File: src/hdl/drtw_pkg.sv
`timescale 1ns / 1ps
`default_nettype none
package drtw_pkg;

	localparam int SLOTS = 1024;
	localparam int SLOT_W = $clog2(SLOTS);
	localparam int POOL = 64;
	localparam int ENT_W = 6;
	localparam int CNT_W = 7;
	localparam logic [CNT_W-1:0] END_MARK = CNT_W'(POOL);

	localparam logic OP_PING = 1'b0;
	localparam logic OP_TICK = 1'b1;
	localparam logic KIND_ECHO = 1'b0;
	localparam logic KIND_DELAYED = 1'b1;

	// first member sits in the top bits, so delay lands in tdata[31:0]
	typedef struct packed {
		logic [15:0] port;
		logic [63:0] addr_low;
		logic [63:0] addr_high;
		logic [31:0] tag3;
		logic [31:0] tag2;
		logic [31:0] tag1;
		logic [31:0] tag0;
		logic [31:0] delay;
	} item_t;

	localparam int DATA_W = $bits(item_t);

	typedef struct packed {
		logic [CNT_W-1:0] next;
		item_t            item;
	} entry_t;

	typedef struct packed {
		logic             nonempty;
		logic [ENT_W-1:0] head;
	} slot_t;

endpackage
`default_nettype wire

File: src/hdl/drtw_free_stack.sv
`timescale 1ns / 1ps
`default_nettype none
module drtw_free_stack (
	input  wire                         clk,
	input  wire                         we,
	input  wire [drtw_pkg::ENT_W-1:0]   waddr,
	input  wire [drtw_pkg::ENT_W-1:0]   wdata,
	input  wire                         re,
	input  wire [drtw_pkg::ENT_W-1:0]   raddr,
	output logic [drtw_pkg::ENT_W-1:0]  rdata
);
	import drtw_pkg::*;

	logic [ENT_W-1:0] mem [POOL];

	always_ff @(posedge clk) begin
		if (we) begin
			mem[waddr] <= wdata;
		end
		if (re) begin
			rdata <= mem[raddr];
		end
	end
endmodule
`default_nettype wire

File: config.mk
export PLATFORM = sky130hd
export DESIGN_NAME = drtw_free_stack
export DESIGN_NICKNAME = d
export VERILOG_FILES = /design/src/hdl/drtw_pkg.sv /design/src/hdl/drtw_free_stack.sv
export SDC_FILE = /design/constraint.sdc
export NUM_CORES = 1
export LEC_CHECK = 0
export BUFFER_PORTS_ARGS = -buffer_cell sky130_fd_sc_hd__buf_2
export CELL_PAD_IN_SITES_DETAIL_PLACEMENT = 2
export CELL_PAD_IN_SITES_GLOBAL_PLACEMENT = 2
export CORE_MARGIN = 3
export CORE_UTILIZATION = 26
export CTS_BUF_LIST = sky130_fd_sc_hd__clkbuf_4 sky130_fd_sc_hd__clkbuf_8
export DETAILED_ROUTE_END_ITERATION = 12
export PLACE_DENSITY = 0.54
export SLEW_MARGIN = 20
export SYNTH_ARGS = -nofsm -noshare
export SYNTH_HDL_FRONTEND = slang
export SYNTH_SLANG_ARGS = --single-unit
File: constraint.sdc
create_clock -name clk -period 4.7 [get_ports clk]
set_input_delay 0.235 -clock clk [delete_from_list [all_inputs] [get_ports clk]]
set_output_delay 0.235 -clock clk [all_outputs]
set_load 0.02 [all_outputs]
==> out/metrics.yaml, run 1 <==
die_width_microns: 248.5
hold_class: "input port to register"
tritoncts_num_sinks: 390
final_util_pct: 30.31
worst_setup_path_start_kind: "input port"
clock_pin_slew_worst_setup_and_hold_paths_ps: 70
final_min_period_over_clock_period_pct: 51.46
r2r_end: "rdata[5]$_DFFE_PP_"
floorplan.initialDensity_pct: 26.39
fill_cells: 5880
ys_seq_elements: 390
drtIter0Drc: 499
share_of_cells_above_drive_strength_1_pct: 28.96
die-height_microns: 248.5
finalSetupViolations: 0
cellPowerDensity_nw_per_um2: 416.5
static-leakage-power_nw: 5.339
routed-via-count: 7418
crit_end_element: "register"
vdd_drop_max_v: 0.0001294
mappedNetlistNets: 741
synth.largest_area_cell: "sky130_fd_sc_hd__edfxtp_1"
detail_route.first_pass.iterations: 4
worstHoldPathCells: 2
via_per_inst: 4.625
post_synthesis_instance_area_sq_um: 15290
setup_ws_ps: 2281
intPower_mw: 5.663
place.gp.congestion: 0.7141
clock_insertion_delay_worst_skew_ps: 600
antenna_violations_before_repair: 1
tritoncts: "built"
post-synth-top-area-fraction_pct: 76.61
global_route.usage.total_pct: 13.33
grt_setup_unrepaired: "false"
ctsRootBufferMaster: "sky130_fd_sc_hd__clkbuf_8"
antenna_cells_inserted: 0
ys_seq_area_share_pct: 76.61
hold_viol_final: 0
final_cells: 1604
residual_overflow_from_global_routing: 0
synthesis.area_per_instance_sq_um: 21.23
max_cap_violations: 0
worst-endpoint-arrival_ps: 2780
cts-root-to-sink-buffers: 3
worst-endpoint-required_ps: 5060
design_power_total_mw: 7.311
design.die.area_sq_um: 61740
relSlewSlack_pct: 27.48
yosys_warnings: 0
layout_min_cycle_time_ps: 2419
postCtsResizedCells: 0
area_growth_syn_to_layout_pct: 14.84
synthTopCellsByArea: "sky130_fd_sc_hd__edfxtp_1, sky130_fd_sc_hd__mux4_2, sky130_fd_sc_hd__nor2_1, sky130_fd_sc_hd__mux4_1, sky130_fd_sc_hd__mux2i_1"
dpl.hpwl_mm: 24.18
number_of_global_route_vias_before_repair: 8368
routed_wire_length_per_instance_microns: 25.51
slew_viol_final: 0
crit_path_max_fanout: 64
start_to_end_type_of_the_worst_setup_path: "input port to register"
r2r-start: "mem[51][5]$_DFFE_PP_"
drt_wl_total_mm: 40.92
fp-row-count: 88
maximum_number_of_pins_on_one_net_before_global_route_repair: 65
setup_tns_final_ps: 0
combinationalPowerShare_pct: 5.0
share_clk_of_total_power_pct: 42.0
min_delay_worst_endpoint: "mem[48][1]$_DFFE_PP_"
switching_power_mw: 1.648
portBuffers: 26
floorplan.io_pins: 27
cts.htree.levels: 3
post-place-cells: 1482
timing_worst_slew_pin_value_ps: 1088
worstRegToRegCells: 4
status: "complete, no violations"
worstHoldStart: "waddr[1]"
place_ws_ps: 1649
clock_skew_ps: 24.14
maxClockFrequency_mhz: 413.5
cts_made_buffers: 69
p_seq_share_pct: 53.0
setup.reg_to_reg.worst_slack_ps: 2640
power.switching_fraction_pct: 22.54
synth.distinct_cells: 36
grt_pass1_wl_mm: 60.26
layout.nets: 810
detail-route-antenna-nets: 0
core_sq_um: 57920
drt_drc_violations_left: 0
synthesis.instances: 720
## cell type report
type	count	area, sq um	area share [%]
Sequential cell	390	11710	66.71
Timing Repair Buffer	37	236.5	1.347
Clock inverter	23	130.1	0.7413
Multi-Input combinational cell	291	3333	18.99
Tap cell	765	957.2	5.453
Clock buffer	98	1186	6.757
## power groups by stage
stage	clock, mW	combinational, mW	sequential, mW
floorplan	0	0.208	3.94
CTS	3.17	0.381	3.87
global route	3.32	0.401	3.87
detailed placement	0	0.380	3.94
global placement	0	0.374	3.94
finish	3.07	0.368	3.87
## worst max path at each step
stage | from | to | cells past startpoint | slack, ps
6_report | raddr[1] | rdata[5]$_DFFE_PP_ | 7 | 2280
5_1_grt | raddr[1] | rdata[5]$_DFFE_PP_ | 7 | 2180
4_1_cts | raddr[1] | rdata[5]$_DFFE_PP_ | 7 | 2310
3_5_place_dp | raddr[1] | rdata[5]$_DFFE_PP_ | 7 | 1650
3_3_place_gp | raddr[1] | rdata[0]$_DFFE_PP_ | 7 | 1670
2_1_floorplan | raddr[0] | rdata[0]$_DFFE_PP_ | 7 | 2780
## synth_stat cells
master,n
sky130_fd_sc_hd__edfxtp_1,390
sky130_fd_sc_hd__mux4_2,87
sky130_fd_sc_hd__nor2_1,67
sky130_fd_sc_hd__clkbuf_1,16
sky130_fd_sc_hd__mux2i_1,15
sky130_fd_sc_hd__buf_2,13
sky130_fd_sc_hd__o22ai_1,12
sky130_fd_sc_hd__nand3_1,11
sky130_fd_sc_hd__mux2_2,9
sky130_fd_sc_hd__o221ai_1,9
sky130_fd_sc_hd__nand2_1,8
sky130_fd_sc_hd__nor2b_1,8
sky130_fd_sc_hd__a211oi_1,6
sky130_fd_sc_hd__a21oi_1,6
sky130_fd_sc_hd__mux4_1,6
sky130_fd_sc_hd__o21ai_1,6
sky130_fd_sc_hd__o22a_1,6
sky130_fd_sc_hd__buf_6,5
sky130_fd_sc_hd__nand2b_1,5
sky130_fd_sc_hd__nor3_1,5
sky130_fd_sc_hd__nand3b_1,4
sky130_fd_sc_hd__a221oi_1,3
sky130_fd_sc_hd__a32o_1,3
sky130_fd_sc_hd__a22oi_1,2
sky130_fd_sc_hd__buf_12,2
sky130_fd_sc_hd__buf_4,2
sky130_fd_sc_hd__nand4_1,2
sky130_fd_sc_hd__or2_2,2
sky130_fd_sc_hd__or3_1,2
sky130_fd_sc_hd__or3b_2,2
sky130_fd_sc_hd__a22oi_2,1
sky130_fd_sc_hd__and2_0,1
sky130_fd_sc_hd__and3b_1,1
sky130_fd_sc_hd__buf_8,1
sky130_fd_sc_hd__nand4b_1,1
sky130_fd_sc_hd__nor3b_1,1
## critical path, cell delays in order
cell                       delay, ps
sky130_fd_sc_hd__buf_4           780
sky130_fd_sc_hd__buf_4           500
sky130_fd_sc_hd__mux4_2          370
sky130_fd_sc_hd__nor2b_1         170
sky130_fd_sc_hd__a211oi_1        250
sky130_fd_sc_hd__a21oi_1         120
sky130_fd_sc_hd__a32o_1          270
## metrics by stage
stage	instance area [sq um]	hold WS [ps]
6_report	17550	139.4
5_1_grt	17550	147.2
4_1_cts	17540	168.2
3_3_place_gp	16220	608.2
3_5_place_dp	16220	610.9
2_1_floorplan	15290	333.9
## cells by family (layout without fill, tap and decap cells)
group           Yosys count  count (layout)  share of synthesized area [%]
simple gates            120             120                          3.659
mux                     117             117                          15.49
buf+inv                  39             158                          1.645
compound gates           54              54                          2.587
flops                   390             390                          76.61
## layer usage
| layer | GRT usage [%] | up-vias | share of wire, % |
|---|---|---|---|
| met5 | 0 | - | 0.046 |
| met4 | 3.969 | 2 | 1.7 |
| met3 | 2.772 | 58 | 4.5 |
| met2 | 21.18 | 177 | 48 |
| met1 | 18.45 | 4016 | 46 |
| li1 | - | 3165 | - |
## repair_timing
item | CTS | global route
setup buffers | 0 | 0
endpoints found under the hold margin | 6 | 0
hold buffers | 1 | 0
## state kept, by name (all words and copies together) (netlist names)
signal	flops
mem	384
rdata	6
## cells in the final DEF (no fill, tap or decap), types with 2 or more instances in the layout
master / n
sky130_fd_sc_hd__buf_2: 24
sky130_fd_sc_hd__nor3_1: 3
sky130_fd_sc_hd__nand3b_1: 4
sky130_fd_sc_hd__mux2i_1: 15
sky130_fd_sc_hd__nor3_2: 2
sky130_fd_sc_hd__nand2b_1: 5
sky130_fd_sc_hd__clkbuf_8: 72
sky130_fd_sc_hd__a21oi_1: 6
sky130_fd_sc_hd__mux2_2: 9
sky130_fd_sc_hd__o22ai_1: 12
sky130_fd_sc_hd__o22a_1: 6
sky130_fd_sc_hd__nor2_1: 67
sky130_fd_sc_hd__clkbuf_4: 26
sky130_fd_sc_hd__or3_1: 2
sky130_fd_sc_hd__buf_4: 10
sky130_fd_sc_hd__nand2_1: 8
sky130_fd_sc_hd__mux4_2: 87
sky130_fd_sc_hd__a32o_1: 3
sky130_fd_sc_hd__nand3_1: 11
sky130_fd_sc_hd__or2_2: 2
sky130_fd_sc_hd__nand4_1: 2
sky130_fd_sc_hd__nor2b_1: 8
sky130_fd_sc_hd__o221ai_1: 9
sky130_fd_sc_hd__a221oi_1: 3
sky130_fd_sc_hd__or3b_2: 2
sky130_fd_sc_hd__a211oi_1: 6
sky130_fd_sc_hd__clkinvlp_4: 3
sky130_fd_sc_hd__clkinv_1: 17
sky130_fd_sc_hd__a22oi_1: 2
sky130_fd_sc_hd__edfxtp_1: 390
sky130_fd_sc_hd__mux4_1: 6
sky130_fd_sc_hd__o21ai_1: 6
Power figures use the tool's default switching activity.
==> inputs of run 2 (changes only) <==
--- a/config.mk
+++ b/config.mk
@@ -5,6 +5,7 @@
 export SDC_FILE = /design/constraint.sdc
 export NUM_CORES = 1
 export LEC_CHECK = 0
+export ABC_AREA = 1
 export BUFFER_PORTS_ARGS = -buffer_cell sky130_fd_sc_hd__buf_2
 export CELL_PAD_IN_SITES_DETAIL_PLACEMENT = 2
 export CELL_PAD_IN_SITES_GLOBAL_PLACEMENT = 2
@@ -12,7 +13,7 @@
 export CORE_UTILIZATION = 26
 export CTS_BUF_LIST = sky130_fd_sc_hd__clkbuf_4 sky130_fd_sc_hd__clkbuf_8
 export DETAILED_ROUTE_END_ITERATION = 12
-export PLACE_DENSITY = 0.54
+export PLACE_DENSITY = 0.61
 export SLEW_MARGIN = 20
 export SYNTH_ARGS = -nofsm -noshare
 export SYNTH_HDL_FRONTEND = slang
==> constraint.sdc (replaced) <==
create_clock -name clk -period 2 [get_ports clk]
set_input_delay 0.1 -clock clk [delete_from_list [all_inputs] [get_ports clk]]
set_output_delay 0.1 -clock clk [all_outputs]
set_load 0.02 [all_outputs]
==> out/metrics.yaml, run 2 <==
dominant_combinational_cell_family_by_area_after_synthesis: "simple AND/OR/NAND/NOR gates"  # was multiplexers
fill_cells: 6509  # was 5880
final_min_period_over_clock_period_pct: 76.16
worst-endpoint-arrival_ps: 1890  # was 2780 ps
cts_made_buffers: 72  # was 69
design.die.area_sq_um: 64510  # was 61740 sq um
cts.htree.levels: 3  # unchanged
clock_skew_ps: 24.24  # was 24.14 ps
post-synth-top-count-cell: "sky130_fd_sc_hd__nand2_1"  # was sky130_fd_sc_hd__edfxtp_1
flip_flop_count_of_the_largest_register_all_copies_and_words_added: 384  # unchanged
start_to_end_type_of_the_worst_setup_path: "register to register"  # was input port to register
drt_drc_violations_left: 0  # unchanged
synth.largest_area_cell: "sky130_fd_sc_hd__edfxtp_1"  # unchanged
timing_worst_slew_pin_value_ps: 978.6  # was 1088 ps
design_power_total_mw: 17.73  # was 7.311 mW
residual_overflow_from_global_routing: 0  # unchanged
maximum_number_of_pins_on_one_net_before_global_route_repair: 97  # was 65
synth-compound-area-share_pct: 0  # was 2.587%
cellPowerDensity_nw_per_um2: 931.8  # was 416.5 nW/um^2
cts-root-to-sink-buffers: 3  # unchanged
routed.top_layer: "met4"  # was met5
status: "complete, no violations"  # unchanged
hold_viol_final: 0  # unchanged
synth-edff-count: 390  # unchanged
yosys-mux-area-fraction_pct: 0  # was 15.49%
most_used_dff_post_synth: "sky130_fd_sc_hd__edfxtp_1"  # unchanged
synthesis.instances: 1376  # was 720
detail-route-antenna-nets: 0  # unchanged
crit_end_element: "register"  # unchanged
synth_adder_area_share_pct: 0  # unchanged
synth-async-reset-ratio_pct: 0  # unchanged
synth_simple_gate_area_share_pct: 23.75  # was 3.659%
number_of_global_route_vias_before_repair: 12210  # was 8368
die_width_microns: 254.0  # was 248.5 microns
multi_input_area_sq_um: 3797  # was 3333 sq um
post-route-cell-area_sq_um: 19020  # was 17550 sq um
seq_area_sq_um: 11710  # unchanged
ctsRootBufferMaster: "sky130_fd_sc_hd__clkbuf_8"  # unchanged
worst-endpoint-required_ps: 2370  # was 5060 ps
met2_length_mm: 24.80  # was 19.50 mm
post_synthesis_instance_area_sq_um: 15990  # was 15290 sq um
biggestRegsByFlops: "mem (384), rdata (6)"  # unchanged
detail_route.first_pass.iterations: 5  # was 4
slew_viol_final: 0  # unchanged
floorplan.initialDensity_pct: 26.39  # about the same
ys_seq_area_share_pct: 73.24  # was 76.61%
relSlewSlack_pct: 34.69  # was 27.48%
synthTopCellsByCount: "sky130_fd_sc_hd__nand2_1, sky130_fd_sc_hd__edfxtp_1, sky130_fd_sc_hd__nand3_1, sky130_fd_sc_hd__nor2_1, sky130_fd_sc_hd__buf_2"  # was sky130_fd_sc_hd__edfxtp_1, sky130_fd_sc_hd__mux4_2, sky130_fd_sc_hd__nor2_1, sky130_fd_sc_hd__clkbuf_1, sky130_fd_sc_hd__mux2i_1
routed_wire_length_per_instance_microns: 22.19  # was 25.51 microns
die-height_microns: 254.0  # was 248.5 microns
global_route.usage.total_pct: 16.31  # was 13.33%
routed-wl-met3_mm: 1.707  # was 1.834 mm
dpl.hpwl_mm: 31.72  # was 24.18 mm
post-synth-top-area-fraction_pct: 73.24  # was 76.61%
layout_commonest_cell: "sky130_fd_sc_hd__nand2_1"  # was sky130_fd_sc_hd__edfxtp_1
registers.top_by_ff_count: "mem"  # unchanged
area_growth_syn_to_layout_pct: 18.97  # was 14.84%
core_sq_um: 60580  # was 57920 sq um
synthTopCellsByArea: "sky130_fd_sc_hd__edfxtp_1, sky130_fd_sc_hd__nand2_1, sky130_fd_sc_hd__nand3_1, sky130_fd_sc_hd__buf_2, sky130_fd_sc_hd__nor2_1"  # was sky130_fd_sc_hd__edfxtp_1, sky130_fd_sc_hd__mux4_2, sky130_fd_sc_hd__nor2_1, sky130_fd_sc_hd__mux4_1, sky130_fd_sc_hd__mux2i_1
grt_setup_unrepaired: "false"  # unchanged
static-leakage-power_nw: 6.895  # was 5.339 nW
portBuffers: 26  # unchanged
hold_class: "input port to register"  # unchanged
finalSetupViolations: 0  # unchanged
routed-via-count: 11050  # was 7418
vdd_drop_max_v: 0.0005225  # was 0.0001294 V
dpl-instance-area_sq_um: 17600  # was 16220 sq um
grt_pass1_wl_mm: 78.20  # was 60.26 mm
crit_path_max_fanout: 1  # was 64
mappedNetlistNets: 1397  # was 741
tritoncts: "built"  # unchanged
ys_seq_elements: 390  # unchanged
drt_wl_total_mm: 51.65  # was 40.92 mm
share_of_cells_above_drive_strength_1_pct: 15.03  # was 28.96%
maxClockFrequency_mhz: 656.5
drtIter0Drc: 663  # was 499
met1_length_mm: 24.10  # was 18.88 mm
place.gp.congestion: 0.7854  # was 0.7141
synthesis.area_per_instance_sq_um: 11.62  # was 21.23 sq um
synth-xor-area-share_pct: 0  # unchanged
antenna_violations_before_repair: 3  # was 1
layout.nets: 1517  # was 810
synth.distinct_cells: 13  # was 36
clock_pin_slew_worst_setup_and_hold_paths_ps: 60  # was 70 ps
floorplan.io_pins: 27  # unchanged
layout_min_cycle_time_ps: 1523
postCtsResizedCells: 0  # unchanged
clock_insertion_delay_worst_skew_ps: 620  # was 600 ps
yosys_warnings: 0  # unchanged
max_cap_violations: 0  # unchanged
tritoncts_num_sinks: 390  # unchanged
most-common-layout-cells: "sky130_fd_sc_hd__nand2_1, sky130_fd_sc_hd__edfxtp_1, sky130_fd_sc_hd__nand3_1"  # was sky130_fd_sc_hd__edfxtp_1, sky130_fd_sc_hd__mux4_2, sky130_fd_sc_hd__clkbuf_8
via_per_inst: 4.750  # was 4.625
worst_setup_path_start_kind: "register"  # was input port
fp-row-count: 90  # was 88
setup_tns_final_ps: 0  # unchanged
==> run 2: cell count changes in the layout (fill, tap and decap cells not counted), moves of 9 or more <==
| cell | previous run | this run |
|---|---|---|
| sky130_fd_sc_hd__buf_12 | 1 | 16 |
| sky130_fd_sc_hd__o22ai_1 | 12 | 0 |
| sky130_fd_sc_hd__o221ai_1 | 9 | 0 |
| sky130_fd_sc_hd__buf_4 | 10 | 81 |
| sky130_fd_sc_hd__mux2i_1 | 15 | 0 |
| sky130_fd_sc_hd__clkinv_2 | 1 | 10 |
| sky130_fd_sc_hd__nand2_1 | 8 | 486 |
| sky130_fd_sc_hd__inv_1 | 0 | 10 |
| sky130_fd_sc_hd__nor2_1 | 67 | 56 |
| sky130_fd_sc_hd__nand3_1 | 11 | 331 |
| sky130_fd_sc_hd__mux4_2 | 87 | 0 |
| sky130_fd_sc_hd__mux2_2 | 9 | 0 |
==> run 2: what timing repair did <==
item,in CTS,in global routing
hold buffers,8,0
hold endpoints to repair,117,0
buffers inserted,0,0
==> run 2: stage by stage <==
stage | hold slack, ps | cells | setup WS, ps | util, %
finish | 82.59 | 2327 | 476.7 | 31.40
floorplan | 198.9 | 1376 | 330.8 | -
global route | 46.07 | 2327 | 337.7 | 31.40
detailed placement | 481.8 | 2196 | 188.2 | 29.05
CTS | 13.32 | 2326 | 441.6 | 31.40
global placement | 473.3 | 2196 | 259.4 | 29.05
==> run 2: final timing paths <==
kind | start | to | slack [ps] | cells after the start
worst min-delay path | waddr[1] | mem[48][0]$_DFFE_PP_ | 80 | 3
worst max register to register | mem[18][3]$_DFFE_PP_ | rdata[3]$_DFFE_PP_ | 480 | 8
worst min register to register | mem[4][4]$_DFFE_PP_ | rdata[4]$_DFFE_PP_ | 900 | 8
worst max-delay path | mem[18][3]$_DFFE_PP_ | rdata[3]$_DFFE_PP_ | 480 | 8
==> run 2: cell type report <==
cell class | count | share of cell area (%)
flip-flops and latches | 390 | 61.56
clock buffers | 96 | 6.189
well taps | 782 | 5.143
inverters | 12 | 0.2697
multi-input cells | 890 | 19.96
repair buffers | 130 | 5.992
diodes | 1 | 0.01315
clock inverters | 26 | 0.8682
==> run 2: logic make-up (layout without fill, tap and decap cells) <==
family / count (synthesis) / after routing
buffers and inverters: 96 / 264
DFF: 390 / 390
other: 0 / 1
and+or+nand+nor: 890 / 890
==> run 2: power breakdown <==
| group | switching, mW | internal, mW | leakage, nW |
|---|---|---|---|
| clock network | 3.35 | 4.06 | 0.716 |
| logic | 0.891 | 0.327 | 2.66 |
| registers | 0.0303 | 9.07 | 3.51 |
| total | 4.27 | 13.5 | 6.90 |
==> run 2: worst max-delay path, stage by stage, from the launching register on <==
cell and delay, ps:
sky130_fd_sc_hd__edfxtp_1 380, sky130_fd_sc_hd__nand2_1 80, sky130_fd_sc_hd__nand3_1 70, sky130_fd_sc_hd__nand3_1 110, sky130_fd_sc_hd__nand2_1 110, sky130_fd_sc_hd__nand2_1 80, sky130_fd_sc_hd__nand3_1 170, sky130_fd_sc_hd__nand3_1 190
sky130_fd_sc_hd__nand2_1 80
==> run 2: per-layer routing <==
metal  global-route usage [%]  up-vias
met2                    27.15      196
met5                        0        -
met1                    22.11     5682
met4                    4.227        0
li1                         -     5090
met3                    2.804       85
